`config.mk`:
```
export PLATFORM = sky130hd
export DESIGN_NAME = lcg_categorical_sampler
export DESIGN_NICKNAME = d
export VERILOG_FILES = /design/src/rtl/lcs_pkg.sv /design/src/rtl/lcs_lcg.sv /design/src/rtl/lcg_categorical_sampler.sv
export VERILOG_INCLUDE_DIRS = /design/src /design/src/rtl
export SDC_FILE = /design/constraint.sdc
export NUM_CORES = 2
export LEC_CHECK = 0
export BUFFER_PORTS_ARGS = -buffer_cell sky130_fd_sc_hd__buf_2
export CELL_PAD_IN_SITES_DETAIL_PLACEMENT = 0
export CELL_PAD_IN_SITES_GLOBAL_PLACEMENT = 2
export CORE_MARGIN = 2
export CORE_UTILIZATION = 44
export CTS_BUF_LIST = sky130_fd_sc_hd__clkbuf_4 sky130_fd_sc_hd__clkbuf_8 sky130_fd_sc_hd__clkbuf_16
export DETAILED_ROUTE_END_ITERATION = 12
export GPL_TIMING_DRIVEN = 1
export PLACE_DENSITY_LB_ADDON = 0.15
export SKIP_CTS_REPAIR_TIMING = 1
export SYNTH_ARGS = -nofsm -noshare
export SYNTH_HDL_FRONTEND = slang
export SYNTH_SLANG_ARGS = --single-unit
```
`constraint.sdc`:
```
create_clock -name clk -period 26.6 [get_ports clk]
set_input_delay 7.98 -clock clk [delete_from_list [all_inputs] [get_ports clk]]
set_output_delay 7.98 -clock clk [all_outputs]
set_load 0.05 [all_outputs]
```
`src/rtl/lcg_categorical_sampler_assert.svh`:
```
// Assertion macros for the LCG categorical sampler.
// Used by the top level only; expects clk and rst_n in scope.
`ifndef LCG_CATEGORICAL_SAMPLER_ASSERT_SVH
`define LCG_CATEGORICAL_SAMPLER_ASSERT_SVH
`ifndef SYNTHESIS
`define LCS_ASSERT_IMPL(lbl, ante, cons, msg) \
  lbl: assert property (@(posedge clk) disable iff (!rst_n) (ante) |-> (cons)) \
    else $error(msg);
`define LCS_ASSERT_NEXT(lbl, ante, cons, msg) \
  lbl: assert property (@(posedge clk) disable iff (!rst_n) (ante) |=> (cons)) \
    else $error(msg);
`else
`define LCS_ASSERT_IMPL(lbl, ante, cons, msg)
`define LCS_ASSERT_NEXT(lbl, ante, cons, msg)
`endif
`endif

```
`src/rtl/lcs_pkg.sv`:
```
// Shared types and codes for the LCG categorical sampler.
// No dependencies.
`default_nettype none
package lcs_pkg;

  localparam int unsigned CFG_IDX_W = 2;

  localparam logic [1:0] CMD_SEED = 2'd0;
  localparam logic [1:0] CMD_WORD = 2'd1;
  localparam logic [1:0] CMD_FRAC = 2'd2;
  localparam logic [1:0] CMD_PROB = 2'd3;

  localparam logic [1:0] KIND_WORD  = 2'd0;
  localparam logic [1:0] KIND_FRAC  = 2'd1;
  localparam logic [1:0] KIND_INDEX = 2'd2;

  localparam logic [CFG_IDX_W-1:0] REG_MULT = 2'd0;
  localparam logic [CFG_IDX_W-1:0] REG_INC  = 2'd1;

  localparam logic [63:0] MULT_RESET = 64'd6364136223846793005;
  localparam logic [63:0] INC_RESET  = 64'd1442695040888963407;

  localparam logic [24:0] SUM_MAX = 25'h1FF_FFFF;

  // Request to the generator unit
  typedef struct packed {
    logic load;
    logic step;
  } lcs_req_t;

  // Status from the generator unit
  typedef struct packed {
    logic busy;
    logic done;
  } lcs_sts_t;

endpackage
`default_nettype wire

```
`src/rtl/lcs_lcg.sv`:
```
// Generator state and its iterative 64-bit multiply-add.
// Uses lcs_pkg; one 32x32 multiplier shared over four phases.
`default_nettype none
module lcs_lcg (
  input  logic             clk,
  input  logic             rst_n,
  input  lcs_pkg::lcs_req_t req,
  input  logic [63:0]      seed,
  input  logic [63:0]      mult,
  input  logic [63:0]      inc,
  output logic [63:0]      state,
  output lcs_pkg::lcs_sts_t sts
);
  import lcs_pkg::*;

  localparam logic [1:0] PH_LL  = 2'd0;
  localparam logic [1:0] PH_HL  = 2'd1;
  localparam logic [1:0] PH_LH  = 2'd2;
  localparam logic [1:0] PH_FIN = 2'd3;

  logic        busy_r;
  logic        done_r;
  logic [1:0]  ph_r;
  logic [63:0] gen_r;
  logic [63:0] acc_r;
  logic [63:0] prod_r;
  logic [31:0] mul_a;
  logic [31:0] mul_b;

  // Operand select for the shared multiplier
  always_comb begin
    unique case (ph_r)
      PH_LL: begin
        mul_a = gen_r[31:0];
        mul_b = mult[31:0];
      end
      PH_HL: begin
        mul_a = gen_r[63:32];
        mul_b = mult[31:0];
      end
      default: begin
        mul_a = gen_r[31:0];
        mul_b = mult[63:32];
      end
    endcase
  end

  always_ff @(posedge clk) begin
    if (!rst_n) begin
      busy_r <= 1'b0;
      done_r <= 1'b0;
      ph_r   <= PH_LL;
      gen_r  <= '0;
    end else begin
      done_r <= busy_r && (ph_r == PH_FIN);
      if (req.load) begin
        gen_r <= seed;
      end
      if (!busy_r) begin
        if (req.step) begin
          busy_r <= 1'b1;
          ph_r   <= PH_LL;
        end
      end else begin
        ph_r <= ph_r + 2'd1;
        if (ph_r == PH_FIN) begin
          gen_r  <= {acc_r[63:32] + prod_r[31:0], acc_r[31:0]};
          busy_r <= 1'b0;
        end
      end
    end
  end

  // Partial products: low*low, then the two cross terms into the top half
  always_ff @(posedge clk) begin
    if (busy_r) begin
      prod_r <= {32'd0, mul_a} * {32'd0, mul_b};
      unique case (ph_r)
        PH_HL:   acc_r <= prod_r + inc;
        PH_LH:   acc_r <= {acc_r[63:32] + prod_r[31:0], acc_r[31:0]};
        default: acc_r <= acc_r;
      endcase
    end
  end

  assign state    = gen_r;
  assign sts.busy = busy_r;
  assign sts.done = done_r;

endmodule
`default_nettype wire

```
`src/rtl/lcg_categorical_sampler.sv`:
```
// LCG categorical sampler. One item is taken at a time: in_ready is low
// while an item is at work. Each generator advance runs through a single
// 32x32 multiplier in four phases. A result waits in the output register
// while the next item is accepted. The user must write the configuration
// (multiplier, increment) only while idle; the block does not enforce it.
`default_nettype none
`include "lcg_categorical_sampler_assert.svh"
module lcg_categorical_sampler #(
  parameter int unsigned MAX_ELEMENTS = 256,
  parameter int unsigned WARMUP_STEPS = 20
) (
  input  logic                          clk,
  input  logic                          rst_n,
  input  logic                          in_valid,
  output logic                          in_ready,
  input  logic [1:0]                    in_cmd,
  input  logic [63:0]                   in_seed_value,
  input  logic [24:0]                   in_prob,
  input  logic                          in_last_element,
  output logic                          out_valid,
  input  logic                          out_ready,
  output logic [1:0]                    out_kind,
  output logic [31:0]                   out_value,
  input  logic                          cfg_valid,
  output logic                          cfg_ready,
  input  logic [lcs_pkg::CFG_IDX_W-1:0] cfg_index,
  input  logic [63:0]                   cfg_data
);
  import lcs_pkg::*;

  localparam int unsigned CNT_W  = $clog2(MAX_ELEMENTS);
  localparam int unsigned WARM_W = (WARMUP_STEPS > 0) ? $clog2(WARMUP_STEPS + 1) : 1;
  localparam logic [CNT_W-1:0]  CNT_LAST = CNT_W'(MAX_ELEMENTS - 1);
  localparam logic [WARM_W-1:0] WARM_INIT = WARM_W'(WARMUP_STEPS);
  localparam logic [WARM_W-1:0] WARM_ONE  = WARM_W'(1);

  typedef enum logic [2:0] {
    S_IDLE,
    S_ISSUE,
    S_WAIT,
    S_ELEM,
    S_EMIT
  } state_t;

  state_t            state_r;
  logic [63:0]       mult_r;
  logic [63:0]       inc_r;
  logic [1:0]        cmd_r;
  logic [24:0]       prob_r;
  logic              last_r;
  logic [WARM_W-1:0] warm_r;
  logic [24:0]       sum_r;
  logic [23:0]       target_r;
  logic [CNT_W-1:0]  count_r;
  logic              active_r;
  logic              emitted_r;
  logic [1:0]        res_kind_r;
  logic [31:0]       res_value_r;
  logic              out_valid_r;
  logic [1:0]        out_kind_r;
  logic [31:0]       out_value_r;

  lcs_req_t    gen_req;
  lcs_sts_t    gen_sts;
  logic [63:0] gen_state;
  logic        in_fire;
  logic [25:0] sum_wide;
  logic [24:0] sum_nxt;
  logic        hit;
  logic        out_free;

  assign in_ready  = (state_r == S_IDLE);
  assign in_fire   = in_valid && in_ready;
  assign cfg_ready = 1'b1;
  assign out_free  = !out_valid_r || out_ready;

  // Load the seed on the accepting beat; advance once per issue
  assign gen_req.load = in_fire && (in_cmd == CMD_SEED);
  assign gen_req.step = (state_r == S_ISSUE) && (warm_r != '0);

  lcs_lcg u_lcg (
    .clk   (clk),
    .rst_n (rst_n),
    .req   (gen_req),
    .seed  (in_seed_value),
    .mult  (mult_r),
    .inc   (inc_r),
    .state (gen_state),
    .sts   (gen_sts)
  );

  // Saturating running sum and the reach-target test
  assign sum_wide = {1'b0, sum_r} + {1'b0, prob_r};
  assign sum_nxt  = sum_wide[25] ? SUM_MAX : sum_wide[24:0];
  assign hit      = !emitted_r && ((sum_nxt >= {1'b0, target_r}) || last_r);

  always_ff @(posedge clk) begin
    if (!rst_n) begin
      mult_r <= MULT_RESET;
      inc_r  <= INC_RESET;
    end else if (cfg_valid && cfg_ready) begin
      if (cfg_index == REG_MULT) begin
        mult_r <= cfg_data;
      end else if (cfg_index == REG_INC) begin
        inc_r <= cfg_data;
      end
    end
  end

  always_ff @(posedge clk) begin
    if (!rst_n) begin
      state_r     <= S_IDLE;
      warm_r      <= '0;
      sum_r       <= '0;
      target_r    <= '0;
      count_r     <= '0;
      active_r    <= 1'b0;
      emitted_r   <= 1'b0;
      out_valid_r <= 1'b0;
      cmd_r       <= CMD_SEED;
      res_kind_r  <= KIND_WORD;
    end else begin
      // Drop the result once taken, unless a new one loads in its place
      if (out_valid_r && out_ready && (state_r != S_EMIT)) begin
        out_valid_r <= 1'b0;
      end
      unique case (state_r)
        S_IDLE: begin
          if (in_fire) begin
            cmd_r <= in_cmd;
            unique case (in_cmd)
              CMD_SEED: begin
                // Drop any distribution in progress
                active_r <= 1'b0;
                warm_r   <= WARM_INIT;
                state_r  <= S_ISSUE;
              end
              CMD_WORD, CMD_FRAC: begin
                warm_r  <= WARM_ONE;
                state_r <= S_ISSUE;
              end
              default: begin
                if (active_r) begin
                  state_r <= S_ELEM;
                end else begin
                  warm_r  <= WARM_ONE;
                  state_r <= S_ISSUE;
                end
              end
            endcase
          end
        end
        S_ISSUE: begin
          if (warm_r != '0) begin
            warm_r  <= warm_r - WARM_ONE;
            state_r <= S_WAIT;
          end else begin
            unique case (cmd_r)
              CMD_SEED: state_r <= S_IDLE;
              CMD_WORD: begin
                res_kind_r  <= KIND_WORD;
                res_value_r <= gen_state[63:32];
                state_r     <= S_EMIT;
              end
              CMD_FRAC: begin
                res_kind_r  <= KIND_FRAC;
                res_value_r <= {8'd0, gen_state[63:40]};
                state_r     <= S_EMIT;
              end
              default: begin
                // First element: draw the target and open the distribution
                target_r  <= gen_state[63:40];
                sum_r     <= '0;
                count_r   <= '0;
                emitted_r <= 1'b0;
                active_r  <= 1'b1;
                state_r   <= S_ELEM;
              end
            endcase
          end
        end
        S_WAIT: begin
          if (gen_sts.done) begin
            state_r <= S_ISSUE;
          end
        end
        S_ELEM: begin
          sum_r <= sum_nxt;
          if (last_r) begin
            active_r <= 1'b0;
          end else if (count_r < CNT_LAST) begin
            count_r <= count_r + 1'b1;
          end
          if (hit) begin
            emitted_r   <= 1'b1;
            res_kind_r  <= KIND_INDEX;
            res_value_r <= 32'(count_r);
            state_r     <= S_EMIT;
          end else begin
            state_r <= S_IDLE;
          end
        end
        S_EMIT: begin
          // Hold the result until the output register is free
          if (out_free) begin
            out_valid_r <= 1'b1;
            out_kind_r  <= res_kind_r;
            out_value_r <= res_value_r;
            state_r     <= S_IDLE;
          end
        end
        default: state_r <= S_IDLE;
      endcase
    end
  end

  // Element payload, captured on the accepting beat
  always_ff @(posedge clk) begin
    if (in_fire) begin
      prob_r <= in_prob;
      last_r <= in_last_element;
    end
  end

  assign out_valid = out_valid_r;
  assign out_kind  = out_kind_r;
  assign out_value = out_value_r;

  `LCS_ASSERT_IMPL(a_busy_blocks_input, gen_sts.busy, !in_ready, "input taken while generator busy")
  `LCS_ASSERT_IMPL(a_done_in_wait, gen_sts.done, state_r == S_WAIT, "generator done outside wait")
  `LCS_ASSERT_IMPL(a_step_when_free, gen_req.step, !gen_sts.busy, "step issued while generator busy")
  `LCS_ASSERT_IMPL(a_elem_active, state_r == S_ELEM, active_r, "element handled with no distribution")

endmodule
`default_nettype wire

```
# Yosys cells after proc, flatten, opt, wreduce, memory -nomap -nowiden
# Cells that the tools add are included.
# op_classes
eq_ne,26
reduce_logical,42
order_cmp,2
bitwise_logic,4
add_sub_neg,6
multipliers,1
n_mux,55
# op_table
op,n
$mux W64,3
$mux W32,4
$pmux W32 S2,2
$pmux W64 S2,1
$mux W25,3
$add A64 B64 Y64,1
$mul A32 B32 Y64,1
$pmux W25 S2,1
$add A32 B32 Y32,1
$mux W8,4
$add A25 B25 Y26,1
$ge A25 B24 Y1,1
$pmux W5 S2,2
$reduce_and A3 Y1,6
$pmux W8 S2,1
$mux W3,5
$mux W5,3
$pmux W3 S5,1
$mux W1,14
$ne A2 B2 Y1 const B,7
$mux W2,6
$reduce_and A4 Y1,3
$reduce_and A5 Y1,2
$add A8 B1 Y8 const B,1
other kinds (29),62
# word_totals
word_cells,160
reg_bits,488
inputBits,163
out_inout_bits,37

# Logic depth before layout (Yosys ltp)
# depth
word_depth,7
ltp_mapped,34
mapped_depth_nobuf,31

# Modules after synthesis
# From an unflattened synthesis, not the netlist that was laid out.
# hier_totals
hier_cells,6607
area_unflattened_um2,58820.2
# by_module_without_submodules
module,cells_each,n_inst,area_each_um2
lcs_lcg,5218,1,46185.5
lcg_categorical_sampler,1389,1,12634.6

# Worst setup path before layout
# No wires, ideal clock.
# synth_timing
path_kind,in2reg
startpoint,in in_valid
endpoint,reg warm_r[3]
setup_time_ns,0.183
path_slack_ns,16.303
path_buffers,2
cell_stages,8
t_required_ns,26.417
arrival_ns,10.114
path_cell_list,and2_1 > clkbuf_1 > o21ai_0 > or2_2 > clkbuf_1 > nor4_1 > xnor2_1 > a211oi_1
# synth_between
elab_chain_len,3
# synth_lines
element,line_no,rtl
start: declaration,lcg_categorical_sampler.sv:14,"input logic in_valid,"
$logic_and A1 B1 Y1,lcg_categorical_sampler.sv:73,assign in_fire = in_valid && in_ready;
net in_fire,lcg_categorical_sampler.sv:66,logic in_fire;
$ne A2 B1 Y1 (no source line),-,
$reduce_and A4 Y1 (no source line),-,
end signal: assignment,lcg_categorical_sampler.sv:155,warm_r <= warm_r - WARM_ONE;
end: declaration,lcg_categorical_sampler.sv:51,logic [WARM_W-1:0] warm_r;
# The timed path passes the listed nets, and every way through them passes these cells.
# A chain may end at the register's enable or synchronous reset.

# Worst setup path after layout
# layout_timing
startpoint,reg u_lcg.ph_r[1]
endpoint,"reg u_lcg.prod_r[56], data pin"
# layout_between
elab_chain_len,4
# layout_lines
element,line_no,rtl
start: declaration,lcs_lcg.sv:23,logic [1:0] ph_r;
start signal: assignment,lcs_lcg.sv:65,ph_r <= ph_r + 2'd1;
$eq A2 B1 Y1 or $logic_not A2 Y1 (tied branches),lcs_lcg.sv:32,unique case (ph_r)
$reduce_or A2 Y1 (no source line),-,
$mux W32,lcs_lcg.sv:32,
$mul A32 B32 Y64 (*),lcs_lcg.sv:77,"prod_r <= {32'd0, mul_a} * {32'd0, mul_b};"
end signal: assignment,lcs_lcg.sv:77,
end: declaration,lcs_lcg.sv:26,logic [63:0] prod_r;
# Mark *: on every way between the ends. The rest lies on a longest branch, timed or not.

==> run metrics <==
run status=finished, final reports clean; crit-path max cell delay=950 ps; minimum clock period=11140 ps; r2r worst-path depth=32; initial antenna violation count=10; Die Span X=366 um; gr ovfl total=0; RSZ-0062 raised after global routing=false; total nets after synthesis=7845; hold path cells=0; commonest non-fill, non-tap cell in the layout=nand2_1; Syn. warnings=0; Slew headroom=0.151; mapped cell area=57600 sq um; synthesized flop and latch total=488; synth-to-layout area growth=8.47%; EDFF count, synth=220; Cell Area, Placed=60600 sq um; aggregate global-route resource usage=0.317; finished layout cell area=62500 sq um; PD cells=54.8 nW/um^2; Netlist cell types=77; Final nets=7871; maximum clock path buffer count=3; Async SR Flop Fraction=0; critical path's slowest cell=a211oi_1; Site Rows=132; Sum Neg Setup Slack=0 ps; clock root buffer=clkbuf_16; largest fanout on the critical path=34; commonest non-fill, non-tap cells in the layout=nand2_1 (934), inv_1 (911), fa_1 (899); Port Buffers=198; Post-Syn Area per Cell=9.04 sq um; Mapped Cells=6367; final setup fails=0; CTS sink cnt=488; htree depth=2; Fillers=12600; total wire length=212000 um; Setup Skew=62.9 ps; routed len/inst=25.9 um; most used cell, CP=fa_1; CTS tree=yes; DP HPWL=168000 um; period utilization=0.419; core area=130000 sq um; routability cong.=0.974; slew at the pin closest to its max-slew limit=1270 ps; Starting Density=0.444; vias per cell=5.56; Die Y=366 um; IO Count=200; Worst EP required=26950 ps; clock-pin slew on the worst setup and hold paths=70 ps; die area=134000 sq um; sequential fraction of the synthesis area=0.208; number of global-route vias before repair=46000; Num CTS Buffers=53; Final Hold Viols=0; startpoint types=register; DR DRC count=0; antenna-violating nets left=0; static leakage=29.0 nW; layout cells sized above 1=0.0852; Worst Path Arrival=11490 ps; first-pass GRT wire length=312000 um; Crit Path Class=register to register; Most used DFF post-synth=dfxtp_1; largest net degree at the start of global routing=109; Max IR drop VDD=0.0491 mV; max cap viols=0; worst skew pair latency=650 ps; DR iter-0 viols=3980; Min-Delay Path Class=register to register; Final Slew Violations=0; fmax=89.8 MHz; CP endpoint kind=register; via count=45500; DR pass1 iterations=6
power breakdown:
part	internal [mW]	switching, mW	total, mW
logic	0.584	1.13	1.72
registers	0.866	0.0479	0.914
clock network	0.458	0.336	0.794
flip-flops by register name (all words and copies together) (netlist names), 25 cells and up:
| name | count |
|---|---|
| prob_r | 25 |
| mult_r | 64 |
| sum_r | 25 |
| inc_r | 64 |
| out_value | 32 |
| u_lcg.acc_r | 64 |
| u_lcg.state | 64 |
| res_value_r | 32 |
| u_lcg.prod_r | 64 |
critical path: cells and delay by family (launching register included):
family	cells	cell delay, ps
DFF	1	380
AOI/OAI and AO/OA	6	2160
and+or+nand+nor	5	1030
xor gates and xnor gates	1	130
muxes	1	910
buffers and inverters	9	1550
adders and majority gates	10	4700
cell type report:
class / instances / area (sq um) / area share
Sequential cell: 488 / 12000 / 0.192
Timing Repair Buffer: 292 / 1700 / 0.0272
Antenna cell: 3 / 7.51 / 0.000120
Multi-Input combinational cell: 4646 / 41300 / 0.661
Clock inverter: 24 / 270 / 0.00433
Inverter: 912 / 3430 / 0.0549
Tap cell: 1742 / 2180 / 0.0349
Clock buffer: 73 / 1580 / 0.0254
logic make-up (layout without fill, tap and decap cells):
logic type	Yosys count	in the layout	share of synthesized area
multiplexers	224	224	0.0405
XOR/XNOR	173	173	0.0263
AND/OR/NAND/NOR	2094	2094	0.149
buffers and inverters	1233	1301	0.0808
flip-flops	488	488	0.208
other	1	4	0.0000651
adder cells (fa/ha/maj)	1315	1315	0.403
AO/OA/AOI/OAI	839	839	0.0922
path summary, 6_finish.rpt:
path	startpoint	endpoint	slack, ps
min	res_value_r[13]$_SDFFCE_PP0P_	out_value[13]$_DFFE_PP_	420
max	u_lcg.ph_r[1]$_SDFFE_PN0P_	u_lcg.prod_r[56]$_DFFE_PP_	15460
max reg2reg	u_lcg.ph_r[1]$_SDFFE_PN0P_	u_lcg.prod_r[56]$_DFFE_PP_	15460
min reg2reg	res_value_r[13]$_SDFFCE_PP0P_	out_value[13]$_DFFE_PP_	420
per-layer routing:
metal  global-route usage  routed length [um]  vias to the layer above
met4                0.100                8020                        4
met5                    0                  22                        -
met2                0.512               98300                     1584
met1                0.438               91300                    23300
li1                     -                   -                    20400
met3               0.0478               14500                      267
per-stage QoR:
step           total power [mW]   util  setup slack [ps]  cells  hold WS [ps]
4_1_cts                    3.42  0.482             15620   8177           419
2_1_floorplan              1.99      -             16300   6367           400
5_1_grt                    3.61  0.482             15220   8177           425
3_5_place_dp               2.61  0.467             15660   8080           405
3_3_place_gp               2.62  0.467             15790   8080           404
6_report                   3.42  0.482             15460   8180           417
cells in the mapped netlist, drive strengths merged, types with 22 or more instances:
| library cell | number | area share |
|---|---|---|
| nand4 | 41 | 0.0045 |
| nor2 | 814 | 0.053 |
| nand2 | 936 | 0.061 |
| o21ai | 148 | 0.013 |
| buf | 37 | 0.0028 |
| inv | 912 | 0.059 |
| mux2i | 153 | 0.027 |
| nand3 | 114 | 0.0099 |
| a21o | 115 | 0.015 |
| xnor2 | 106 | 0.016 |
| nand2b | 34 | 0.0037 |
| a21oi | 297 | 0.026 |
| fa | 899 | 0.31 |
| dfxtp | 268 | 0.093 |
| a31oi | 22 | 0.0024 |
| mux2 | 71 | 0.014 |
| clkbuf | 284 | 0.019 |
| xor2 | 67 | 0.010 |
| and2 | 33 | 0.0036 |
| a211oi | 85 | 0.011 |
| ha | 416 | 0.090 |
| edfxtp | 220 | 0.11 |
| nor3 | 34 | 0.0030 |
| o21a | 23 | 0.0030 |
| o21bai | 31 | 0.0040 |
| and3 | 22 | 0.0024 |
No activity file was read; power rests on OpenSTA's default activity.
